**src/hdl/systematic_resampler_assert.svh**
```systemverilog
// Assertion macros for the systematic resampler.
// Included by the RTL files that carry concurrent checks; needs nothing else.
`ifndef SYSTEMATIC_RESAMPLER_ASSERT_SVH
`define SYSTEMATIC_RESAMPLER_ASSERT_SVH

// Same-cycle implication, disabled while reset is asserted.
`define SR_ASSERT_NOW(lbl, clk, rst_n, ante, cons) \
  lbl: assert property (@(posedge clk) disable iff (!rst_n) (ante) |-> (cons)) \
    else $error("systematic_resampler check failed");

// Next-cycle implication, disabled while reset is asserted.
`define SR_ASSERT_NEXT(lbl, clk, rst_n, ante, cons) \
  lbl: assert property (@(posedge clk) disable iff (!rst_n) (ante) |=> (cons)) \
    else $error("systematic_resampler check failed");

`endif

```
**src/hdl/sr_pkg.sv**
```systemverilog
// Shared constants for the systematic resampler.
// No dependencies; imported by systematic_resampler.
`default_nettype none

package sr_pkg;

  localparam int unsigned IN_WEIGHT_W = 16;  // width of the weight port
  localparam int unsigned OFFSET_W    = 16;  // Q0.16 offset fraction
  localparam int unsigned INDEX_W     = 6;   // width of the selected index port

  // Codes carried by the action field.
  localparam logic ACT_LOAD  = 1'b0;
  localparam logic ACT_START = 1'b1;

endpackage

`default_nettype wire

```
**src/hdl/systematic_resampler.sv**
```systemverilog
// Systematic (low-variance) resampler: a load word stores one particle weight
// (a load into a full store is dropped and flags overflow on the run), and a
// start word with a random offset walks the stored weights and emits one
// selected particle index for every loaded particle. Load words are accepted
// whenever the block is idle. A start first sets up the run; then each index
// is emitted from the compare state, and each step of the walk index is a read
// of the weight memory, then an accumulate of weight times count. A stalled
// output holds the run. The input is not ready during a run. The comparison
// (m + offset)/N > cum/total is done by cross multiplication, never by division;
// the walk stops at the last loaded particle. The weight memory needs no clearing after reset.
// Depends on sr_pkg and systematic_resampler_assert.svh.
`default_nettype none

module systematic_resampler #(
  parameter int unsigned MAX_PARTICLES = 64,
  parameter int unsigned WEIGHT_BITS   = 16
) (
  input  wire logic                         clk,
  input  wire logic                         rst_n,
  input  wire logic                         in_valid,
  output logic                              in_ready,
  input  wire logic                         in_action,
  input  wire logic [sr_pkg::IN_WEIGHT_W-1:0] in_weight,
  input  wire logic [sr_pkg::OFFSET_W-1:0]  in_offset,
  output logic                              out_valid,
  input  wire logic                         out_ready,
  output logic [sr_pkg::INDEX_W-1:0]        out_selected_index,
  output logic                              out_last,
  output logic                              out_overflow
);

  import sr_pkg::*;

  localparam int unsigned CNT_W = $clog2(MAX_PARTICLES + 1);
  localparam int unsigned IDX_W = $clog2(MAX_PARTICLES);
  localparam int unsigned WB    = (WEIGHT_BITS < IN_WEIGHT_W) ? WEIGHT_BITS : IN_WEIGHT_W;
  localparam int unsigned SUM_W = WB + CNT_W;
  localparam int unsigned CN_W  = SUM_W + CNT_W;
  localparam int unsigned P_W   = WB + CNT_W;
  localparam int unsigned L_W   = CN_W + OFFSET_W;

  typedef enum logic [1:0] {S_IDLE, S_ADD, S_CMP} state_t;

  state_t             state_r;
  logic [CNT_W-1:0]   count_r;
  logic [SUM_W-1:0]   total_r;
  logic               dropped_r;
  logic [CNT_W-1:0]   n_r;
  logic [IDX_W-1:0]   idx_r;
  logic [IDX_W-1:0]   slot_r;
  logic [CN_W-1:0]    cn_r;
  logic [L_W-1:0]     lhs_r;
  logic               out_valid_r;
  logic [INDEX_W-1:0] out_index_r;
  logic               out_last_r;
  logic               out_overflow_r;

  logic [WB-1:0]      mem [MAX_PARTICLES];
  logic [WB-1:0]      rd_data_r;
  logic               rd_en;
  logic [IDX_W-1:0]   rd_addr;
  logic               wr_en;

  logic               in_acc;
  logic               full;
  logic               out_free;
  logic               emit;
  logic [P_W-1:0]     wprod;
  logic [CN_W-1:0]    cn_nxt;
  logic [L_W-1:0]     lhs_init;
  logic               above;
  logic               can_step;
  logic               slot_last;

  assign in_ready  = (state_r == S_IDLE);
  assign in_acc    = in_valid && in_ready;
  assign full      = (count_r == CNT_W'(MAX_PARTICLES));
  assign out_free  = !out_valid_r || out_ready;

  // Each step of the walk adds weight * N, so in the compare state cn_r holds cum * N.
  assign wprod     = P_W'(rd_data_r) * P_W'(n_r);
  assign cn_nxt    = cn_r + CN_W'(wprod);
  assign lhs_init  = L_W'(in_offset) * L_W'(total_r);
  assign above     = lhs_r > {cn_r, {OFFSET_W{1'b0}}};
  assign can_step  = (CNT_W'(idx_r) + CNT_W'(1)) < n_r;
  assign slot_last = (CNT_W'(slot_r) + CNT_W'(1)) == n_r;
  assign emit      = (state_r == S_CMP) && !(above && can_step) && out_free;

  assign wr_en   = in_acc && (in_action == ACT_LOAD) && !full;
  assign rd_en   = (in_acc && (in_action == ACT_START)) ||
                   ((state_r == S_CMP) && above && can_step);
  assign rd_addr = (state_r == S_IDLE) ? '0 : idx_r + IDX_W'(1);

  always_ff @(posedge clk) begin
    if (wr_en) begin
      mem[count_r[IDX_W-1:0]] <= in_weight[WB-1:0];
    end
    if (rd_en) begin
      rd_data_r <= mem[rd_addr];
    end
  end

  always_ff @(posedge clk) begin
    if (!rst_n) begin
      state_r     <= S_IDLE;
      count_r     <= '0;
      total_r     <= '0;
      dropped_r   <= 1'b0;
      idx_r       <= '0;
      slot_r      <= '0;
      out_valid_r <= 1'b0;
    end else begin
      if (emit) begin
        out_valid_r <= 1'b1;
      end else if (out_ready) begin
        out_valid_r <= 1'b0;
      end
      case (state_r)
        S_IDLE: begin
          if (in_acc && (in_action == ACT_LOAD)) begin
            if (full) begin
              dropped_r <= 1'b1;
            end else begin
              count_r <= count_r + CNT_W'(1);
              total_r <= total_r + SUM_W'(in_weight[WB-1:0]);
            end
          end else if (in_acc) begin
            if (count_r == '0) begin
              dropped_r <= 1'b0;
              total_r   <= '0;
            end else begin
              n_r     <= count_r;
              idx_r   <= '0;
              slot_r  <= '0;
              cn_r    <= '0;
              lhs_r   <= lhs_init;
              state_r <= S_ADD;
            end
          end
        end
        S_ADD: begin
          cn_r    <= cn_nxt;
          state_r <= S_CMP;
        end
        S_CMP: begin
          if (above && can_step) begin
            idx_r   <= idx_r + IDX_W'(1);
            state_r <= S_ADD;
          end else if (out_free) begin
            out_index_r    <= INDEX_W'(idx_r);
            out_last_r     <= slot_last;
            out_overflow_r <= dropped_r;
            slot_r         <= slot_r + IDX_W'(1);
            lhs_r          <= lhs_r + (L_W'(total_r) << OFFSET_W);
            if (slot_last) begin
              count_r   <= '0;
              total_r   <= '0;
              dropped_r <= 1'b0;
              idx_r     <= '0;
              state_r   <= S_IDLE;
            end
          end
        end
        default: begin
          state_r <= S_IDLE;
        end
      endcase
    end
  end

  assign out_valid          = out_valid_r;
  assign out_selected_index = out_index_r;
  assign out_last           = out_last_r;
  assign out_overflow       = out_overflow_r;

`include "systematic_resampler_assert.svh"

  // The walk never leaves the loaded set.
  `SR_ASSERT_NOW(a_idx_in_range, clk, rst_n, state_r != S_IDLE, CNT_W'(idx_r) < n_r)
  // A load into a full store marks the run as overflowed.
  `SR_ASSERT_NEXT(a_drop_flag, clk, rst_n, in_acc && (in_action == ACT_LOAD) && full, dropped_r)
  // The walk index only moves forward within a run.
  `SR_ASSERT_NEXT(a_walk_fwd, clk, rst_n, state_r == S_CMP && above && can_step,
                  idx_r == $past(idx_r) + IDX_W'(1))
  // A start with particles loaded always begins a run.
  `SR_ASSERT_NEXT(a_start_run, clk, rst_n, in_acc && (in_action == ACT_START) && (count_r != '0),
                  state_r == S_ADD)

endmodule

`default_nettype wire

```
**config.mk**
```make
export PLATFORM = sky130hd
export DESIGN_NAME = systematic_resampler
export DESIGN_NICKNAME = d
export VERILOG_FILES = /design/src/hdl/sr_pkg.sv /design/src/hdl/systematic_resampler.sv
export VERILOG_INCLUDE_DIRS = /design/src /design/src/hdl
export SDC_FILE = /design/constraint.sdc
export NUM_CORES = 2
export LEC_CHECK = 0
export ABC_AREA = 1
export BUFFER_PORTS_ARGS = -buffer_cell sky130_fd_sc_hd__buf_2
export CAP_MARGIN = 15
export CORE_MARGIN = 2
export CORE_UTILIZATION = 45
export CTS_BUF_LIST = sky130_fd_sc_hd__clkbuf_8 sky130_fd_sc_hd__clkbuf_16
export CTS_CLUSTER_SIZE = 8
export DETAILED_ROUTE_END_ITERATION = 8
export PLACE_DENSITY_LB_ADDON = 0.15
export SYNTH_ARGS = -nofsm -noshare
export SYNTH_HDL_FRONTEND = slang
export SYNTH_SLANG_ARGS = --single-unit
export TNS_END_PERCENT = 100
```
**constraint.sdc**
```tcl
create_clock -name clk -period 8.85 [get_ports clk]
set_input_delay 2.2125 -clock clk [delete_from_list [all_inputs] [get_ports clk]]
set_output_delay 2.2125 -clock clk [all_outputs]
set_load 0.01 [all_outputs]
```
## Word-level counts from Yosys, hierarchy flattened

Memories as Yosys holds them, arrays and structs flattened. A register that Yosys moved wholly into a read port is not among the register bits.
Index checks and enable logic that the tools add are counted.

- Register bits after elaboration: 137
- Memory bits (writable): 1,024
- Input bits: 37
- Output and inout port bits: 10
- Word-level logic and storage cells: 131
- Memories kept: 1

Memories:

| name | depth | width | rd ports | clocked after memory_dff | wr ports | RTL line | source |
|---|---|---|---|---|---|---|---|
| mem | 64 | 16 | 1 | 1 | 1 | systematic_resampler.sv:58 | `logic [WB-1:0] mem [MAX_PARTICLES];` |

- $add $sub $neg: 8
- Multiply operators: 2
- Magnitude comparators: 2
- Equality and inequality tests: 18
- Muxes and demuxes: 54
- Bitwise gates (word level): 4
- Reduce and logical (&&, ||, !) cells: 29

Operator list:

| cell | number |
|---|---|
| 46-bit two-way mux | 5 |
| 23-bit two-way mux | 7 |
| 46-bit case mux with 2 select lines | 1 |
| 30-bit two-way mux | 3 |
| 30-bit case mux with 2 select lines | 1 |
| 6-bit two-way mux | 9 |
| 46-bit by 39-bit adder with 46-bit output | 1 |
| 46-bit > comparator | 1 |
| 23-bit case mux with 2 select lines | 1 |
| 16-bit by 23-bit multiplier with 39-bit output | 1 |
| 7-bit two-way mux | 5 |
| 30-bit by 23-bit adder with 30-bit output | 1 |
| 6-bit case mux with 2 select lines | 2 |
| 23-bit by 16-bit adder with 23-bit output | 1 |
| 16-bit by 7-bit multiplier with 23-bit output | 1 |
| 7-bit AND reduction | 3 |
| 6-bit AND reduction | 3 |
| 5-bit AND reduction | 3 |
| 6-bit by 1-bit adder with 7-bit output (second input constant) | 2 |
| 7-bit case mux with 2 select lines | 1 |
| 6-bit by 1-bit adder with 6-bit output (second input constant) | 2 |
| 2-bit two-way mux | 6 |
| 2-bit != test (second input constant) | 6 |
| 1-bit two-way mux | 11 |
| 20 further kinds | 40 |

## Depth between registers and ports, before layout

- Depth in word-level cells: 7
- Mapped depth: 29
- Gate-level depth less buffers: 27

## Worst setup path after synthesis

OpenSTA, ideal clock, no wires.

- Path type: in2reg
- Start: in in_offset[1] (netlist name)
- End: reg lhs_r[25] (data pin)
- Setup time: 268 ps
- Arrival time: 7,166 ps
- Setup slack: 1,416 ps
- Cell stages on the path: 23
- Cells stage by stage: clkbuf_1 > nand2_1 > fa_1 > inv_1 > fa_1 > inv_1 > fa_1 > inv_1 > fa_1 > fa_1 > inv_1 > fa_1 > inv_1 > ha_1 > nand2_1 > nor2_1 > nand2_1 > o21ai_0 > nand2_1 > o21ai_0 > nand2_1 > nand2_1 > o22ai_1

- Longest elaborated chain between the ends: 5

Ends and longest elaborated chain:

| item | RTL line | source |
|---|---|---|
| start, declared | systematic_resampler.sv:24 | `input wire logic [sr_pkg::OFFSET_W-1:0] in_offset,` |
| 16-bit by 23-bit multiplier with 39-bit output | systematic_resampler.sv:83 | `assign lhs_init = L_W'(in_offset) * L_W'(total_r);` |
| 46-bit two-way mux | systematic_resampler.sv:128 | `if (count_r == '0) begin` |
| 46-bit two-way mux | systematic_resampler.sv:127 | `end else if (in_acc) begin` |
| 46-bit two-way mux | systematic_resampler.sv:120 | `if (in_acc && (in_action == ACT_LOAD)) begin` |
| 46-bit case mux with 2 select lines | systematic_resampler.sv:118 | `case (state_r)` |
| end signal, assigned | systematic_resampler.sv:136 | `lhs_r <= lhs_init;` |
| end signal, assigned | systematic_resampler.sv:154 | `lhs_r <= lhs_r + (L_W'(total_r) << OFFSET_W);` |
| end, declared | systematic_resampler.sv:52 | `logic [L_W-1:0] lhs_r;` |

Every way passes these cells. The select of a mux whose other input is x is not followed.
A chain may end at the register's enable or synchronous reset.

## Worst setup path after layout

- Start: in in_offset[1] (netlist name)
- End: reg lhs_r[37] (data pin)

The elaborated chain is that of the path after synthesis.

==> run_results.csv <==
group,metric,value,unit
synthesis,synth-seq-area-share,51.73,%
final_layout,multi_input_logic_area,27850,um^2
setup_path,worst_ep_arrival_time,8.27,ns
setup_path,crit_buf_inv,7,
global_routing,pin_count_of_the_biggest_net_entering_global_routing,156,
setup_path,worst-setup-path-type,"input pin to flop",
routing,detail_route.drc_violations,0,
routing,drtAntennaViolNets,0,
sta,whs,0.4346,ns
pwr,max-vdd-ir-drop,0.3948,mV
clock_network,clock_tree_from_tritoncts,"built",
synthesis,ys_types,50,
sta,layout_worst_path_cycle_share,87.72,%
synthesis,synth_seq_cells,1177,
run_status,run_status,"complete, no violations",
floorplanning,die_area,153000,um^2
routing,drt_pre_antenna_iters,7,
synthesis,syn_area_per_cell,10.32,um^2
clock_network,clkTransAtPathRegs,0.05,ns
final_layout,sequential_area,34880,um^2
final_layout,most-common-layout-cells,"sky130_fd_sc_hd__edfxtp_1, sky130_fd_sc_hd__nand2_1, sky130_fd_sc_hd__inv_1",
pwr,total_leakage_power,29.48,nW
final_layout,final_core_util,50.04,%
sta,report.final.setup_viol,0,
sta,worst_slew_pin_slew,1.147,ns
final_layout,drive_above_1_share,8.734,%
setup_path,path_delay_family,"adder cells",
setup_path,required,9.35,ns
global_routing,grt_pass1_wl,302.6,mm
floorplanning,die_w,391.1,um
clock_network,cts_setup_buffers,0,
flow_run,cap_violations,0,
clock_network,worstSkewPairLatency,0.81,ns
pwr,p_per_area,332.6,nW/um^2
final_layout,area_delta_synth_final,10.75,%
sta,timing.slew.headroom,23.47,%
synthesis,ys_async_sr_fraction,0,%
sta,timing.fmax,128.8,MHz
clock_network,cell_at_the_root_of_the_clock_tree,"sky130_fd_sc_hd__clkbuf_16",
routing,vias_per_cell,5.622,
clock_network,holdBufCountCts,0,
global_routing,grt.overflow.total,0,
pwr,fin_total_pwr,24.84,mW
routing,detailroute.via_count,48081,
sta,grt_setup_unrepaired,"no",
global_routing,grt.total_usage,26.38,%
min_path,hold_path_class,"flop to flop",
placement,place.gp.congestion,0.9167,
floorplanning,num_io_pins,47,
sta,fin_crit,7.764,ns
final_layout,filler_cell_count,13611,
floorplanning,area_of_the_placeable_core,149200,um^2
setup_path,timing.critical_path.cells,"buf_2, nand2_1, fa_1, inv_1, fa_1, inv_1, fa_1, inv_1, fa_1, fa_1, inv_1, fa_1, inv_1, ha_1, nand2_1, nor2_1, inv_1, nor4_1, nand3_1, nand3_1, a21oi_1, o21ai_0, nand2_1",
synthesis,synthesis.area,67430,um^2
clock_network,cts-buffers-inserted,166,
floorplanning,start_util,45.18,%
placement,dp_cells,8343,
clock_network,cts_max_level,4,
sta,count_of_final_hold_check_violations,0,
routing,drt_iter0_drc,3944,
synthesis,syn-instance-count,6533,
final_layout,mostFrequentLayoutCell,"sky130_fd_sc_hd__edfxtp_1",
final_layout,nNetsFinal,7226,
synthesis,dominantRegCellSynth,"sky130_fd_sc_hd__edfxtp_1",
setup_path,critPathCaptureType,"flop",
clock_network,cts-resized-gates,0,
synthesis,synth_edf_count,1131,
global_routing,grt_pass1_vias,47537,
clock_network,cts.sink_count,1177,
synthesis,yosys_warn_count,0,
setup_path,worst_path_largest_cell_delay,0.67,ns
routing,wl_per_cell,23.46,um
routing,route.final.wire_length,200.7,mm
setup_path,crit_slowest_cell,"sky130_fd_sc_hd__nor4_1",
setup_path,timing.critical_path.fanout_max,23,
sta,timing.setup.tns,0,ns
sta,timing_max_transition_violations_final,0,
synthesis,mappedNetlistNets,7192,
setup_path,sort_of_element_at_the_start_of_the_critical_path,"input pin",
floorplanning,die-height,391.1,um
sta,skew,0.06433,ns
global_routing,antenna_found_initial,7,
final_layout,layout.cells.non_filler,8553,
placement,post-dp-hpwl,131.3,mm
placement,io_buffer_count,46,
clock_network,clk_path_buf_depth,3,
floorplanning,std_cell_rows,142,
final timing paths:
path / slack (ns) / end / cells after the start / from
worst max-delay path: 1.09 / lhs_r[37] / 23 / in_offset[1]
worst min-delay path: 0.43 / out_overflow / 0 / dropped_r
worst max register to register: 1.85 / lhs_r[37] / 21 / total_r[11]
worst min register to register: 0.43 / out_overflow / 0 / dropped_r
cell usage after synthesis (100+ instances only):
master                        n  share of area [%]
sky130_fd_sc_hd__edfxtp_1  1131                 50
sky130_fd_sc_hd__nand2_1   1032                5.7
sky130_fd_sc_hd__inv_1      886                4.9
sky130_fd_sc_hd__nor2_1     631                3.5
sky130_fd_sc_hd__o21ai_0    592                4.4
sky130_fd_sc_hd__fa_1       384                 11
sky130_fd_sc_hd__nand3_1    295                2.2
sky130_fd_sc_hd__ha_1       238                4.4
sky130_fd_sc_hd__o211ai_1   225                2.5
sky130_fd_sc_hd__a21oi_1    216                1.6
sky130_fd_sc_hd__clkbuf_1   206                1.1
sky130_fd_sc_hd__or2_2      158                1.5
sky130_fd_sc_hd__o221ai_1   130                1.7
sky130_fd_sc_hd__buf_2      100               0.74
final cells by class:
type                       count  share of cell area [%]
sequential                  1177                   46.71
clock inverter                38                  0.6518
antenna                        3                 0.01005
timing repair buffer         195                   1.923
inverter                     898                   4.536
multi-input combinational   4129                   37.29
clock buffer                 169                   5.618
tap                         1944                   3.257
power by group:
group          switching, mW  internal, mW  total (mW)  leakage [nW]
sequential             0.281          6.55        6.83          10.6
clock                   2.41          3.38        5.78          2.34
combinational           8.11          4.11        12.2          16.6
total                   10.8          14.0        24.8          29.5
metrics by stage:
step | area (um^2) | worst slack, ns
6_report | 74680 | 1.086
3_5_place_dp | 69990 | 0.3834
3_3_place_gp | 69990 | 0.3800
4_1_cts | 74670 | 1.148
5_1_grt | 74670 | 0.9094
2_1_floorplan | 67430 | 1.416
worst register-to-register path, stage by stage (launching register included):
cell and delay (ns):
sky130_fd_sc_hd__dfxtp_1 1.07, sky130_fd_sc_hd__buf_4 0.32, sky130_fd_sc_hd__nand2_1 0.09, sky130_fd_sc_hd__fa_1 0.50, sky130_fd_sc_hd__inv_1 0.05, sky130_fd_sc_hd__fa_1 0.46
sky130_fd_sc_hd__fa_1 0.57, sky130_fd_sc_hd__fa_1 0.46, sky130_fd_sc_hd__fa_1 0.49, sky130_fd_sc_hd__inv_1 0.05, sky130_fd_sc_hd__fa_1 0.47, sky130_fd_sc_hd__inv_1 0.04
sky130_fd_sc_hd__ha_1 0.40, sky130_fd_sc_hd__nand2_1 0.12, sky130_fd_sc_hd__nor2_1 0.23, sky130_fd_sc_hd__inv_1 0.13, sky130_fd_sc_hd__nor4_1 0.67, sky130_fd_sc_hd__nand3_1 0.14
sky130_fd_sc_hd__nand3_1 0.15, sky130_fd_sc_hd__a21oi_1 0.07, sky130_fd_sc_hd__o21ai_0 0.15, sky130_fd_sc_hd__nand2_1 0.10
registers in the layout, summed over array words and instances, names as in the netlist:
signal / count
count_r: 7
n_r: 7
out_last: 1
cn_r: 30
out_selected_index: 6
out_overflow: 1
lhs_r: 46
mem: 1024
slot_r: 6
rd_data_r: 16
out_valid: 1
state_r: 2
total_r: 23
idx_r: 6
dropped_r: 1
layer usage:
metal	up-vias	global-route usage [%]	wire, um
met4	0	10.34	7761
met2	1523	44.26	98310
met1	24060	34.84	83420
met5	-	0	0
met3	336	3.404	11200
li1	22162	-	-
kinds of logic (layout without fill, tap and decap cells):
group                      after synthesis  after routing  synth area share (%)
DFF                                   1177           1177                 51.73
other                                    0              3                     0
buffers and inverters                 1227           1300                 7.074
and+or+nand+nor                       2241           2241                 14.05
AOI/OAI and AO/OA                     1243           1243                 11.02
xor gates and xnor gates                23             23                0.3099
adders and majority gates              622            622                 15.82
Note: power is estimated with default switching activity, not from simulation.
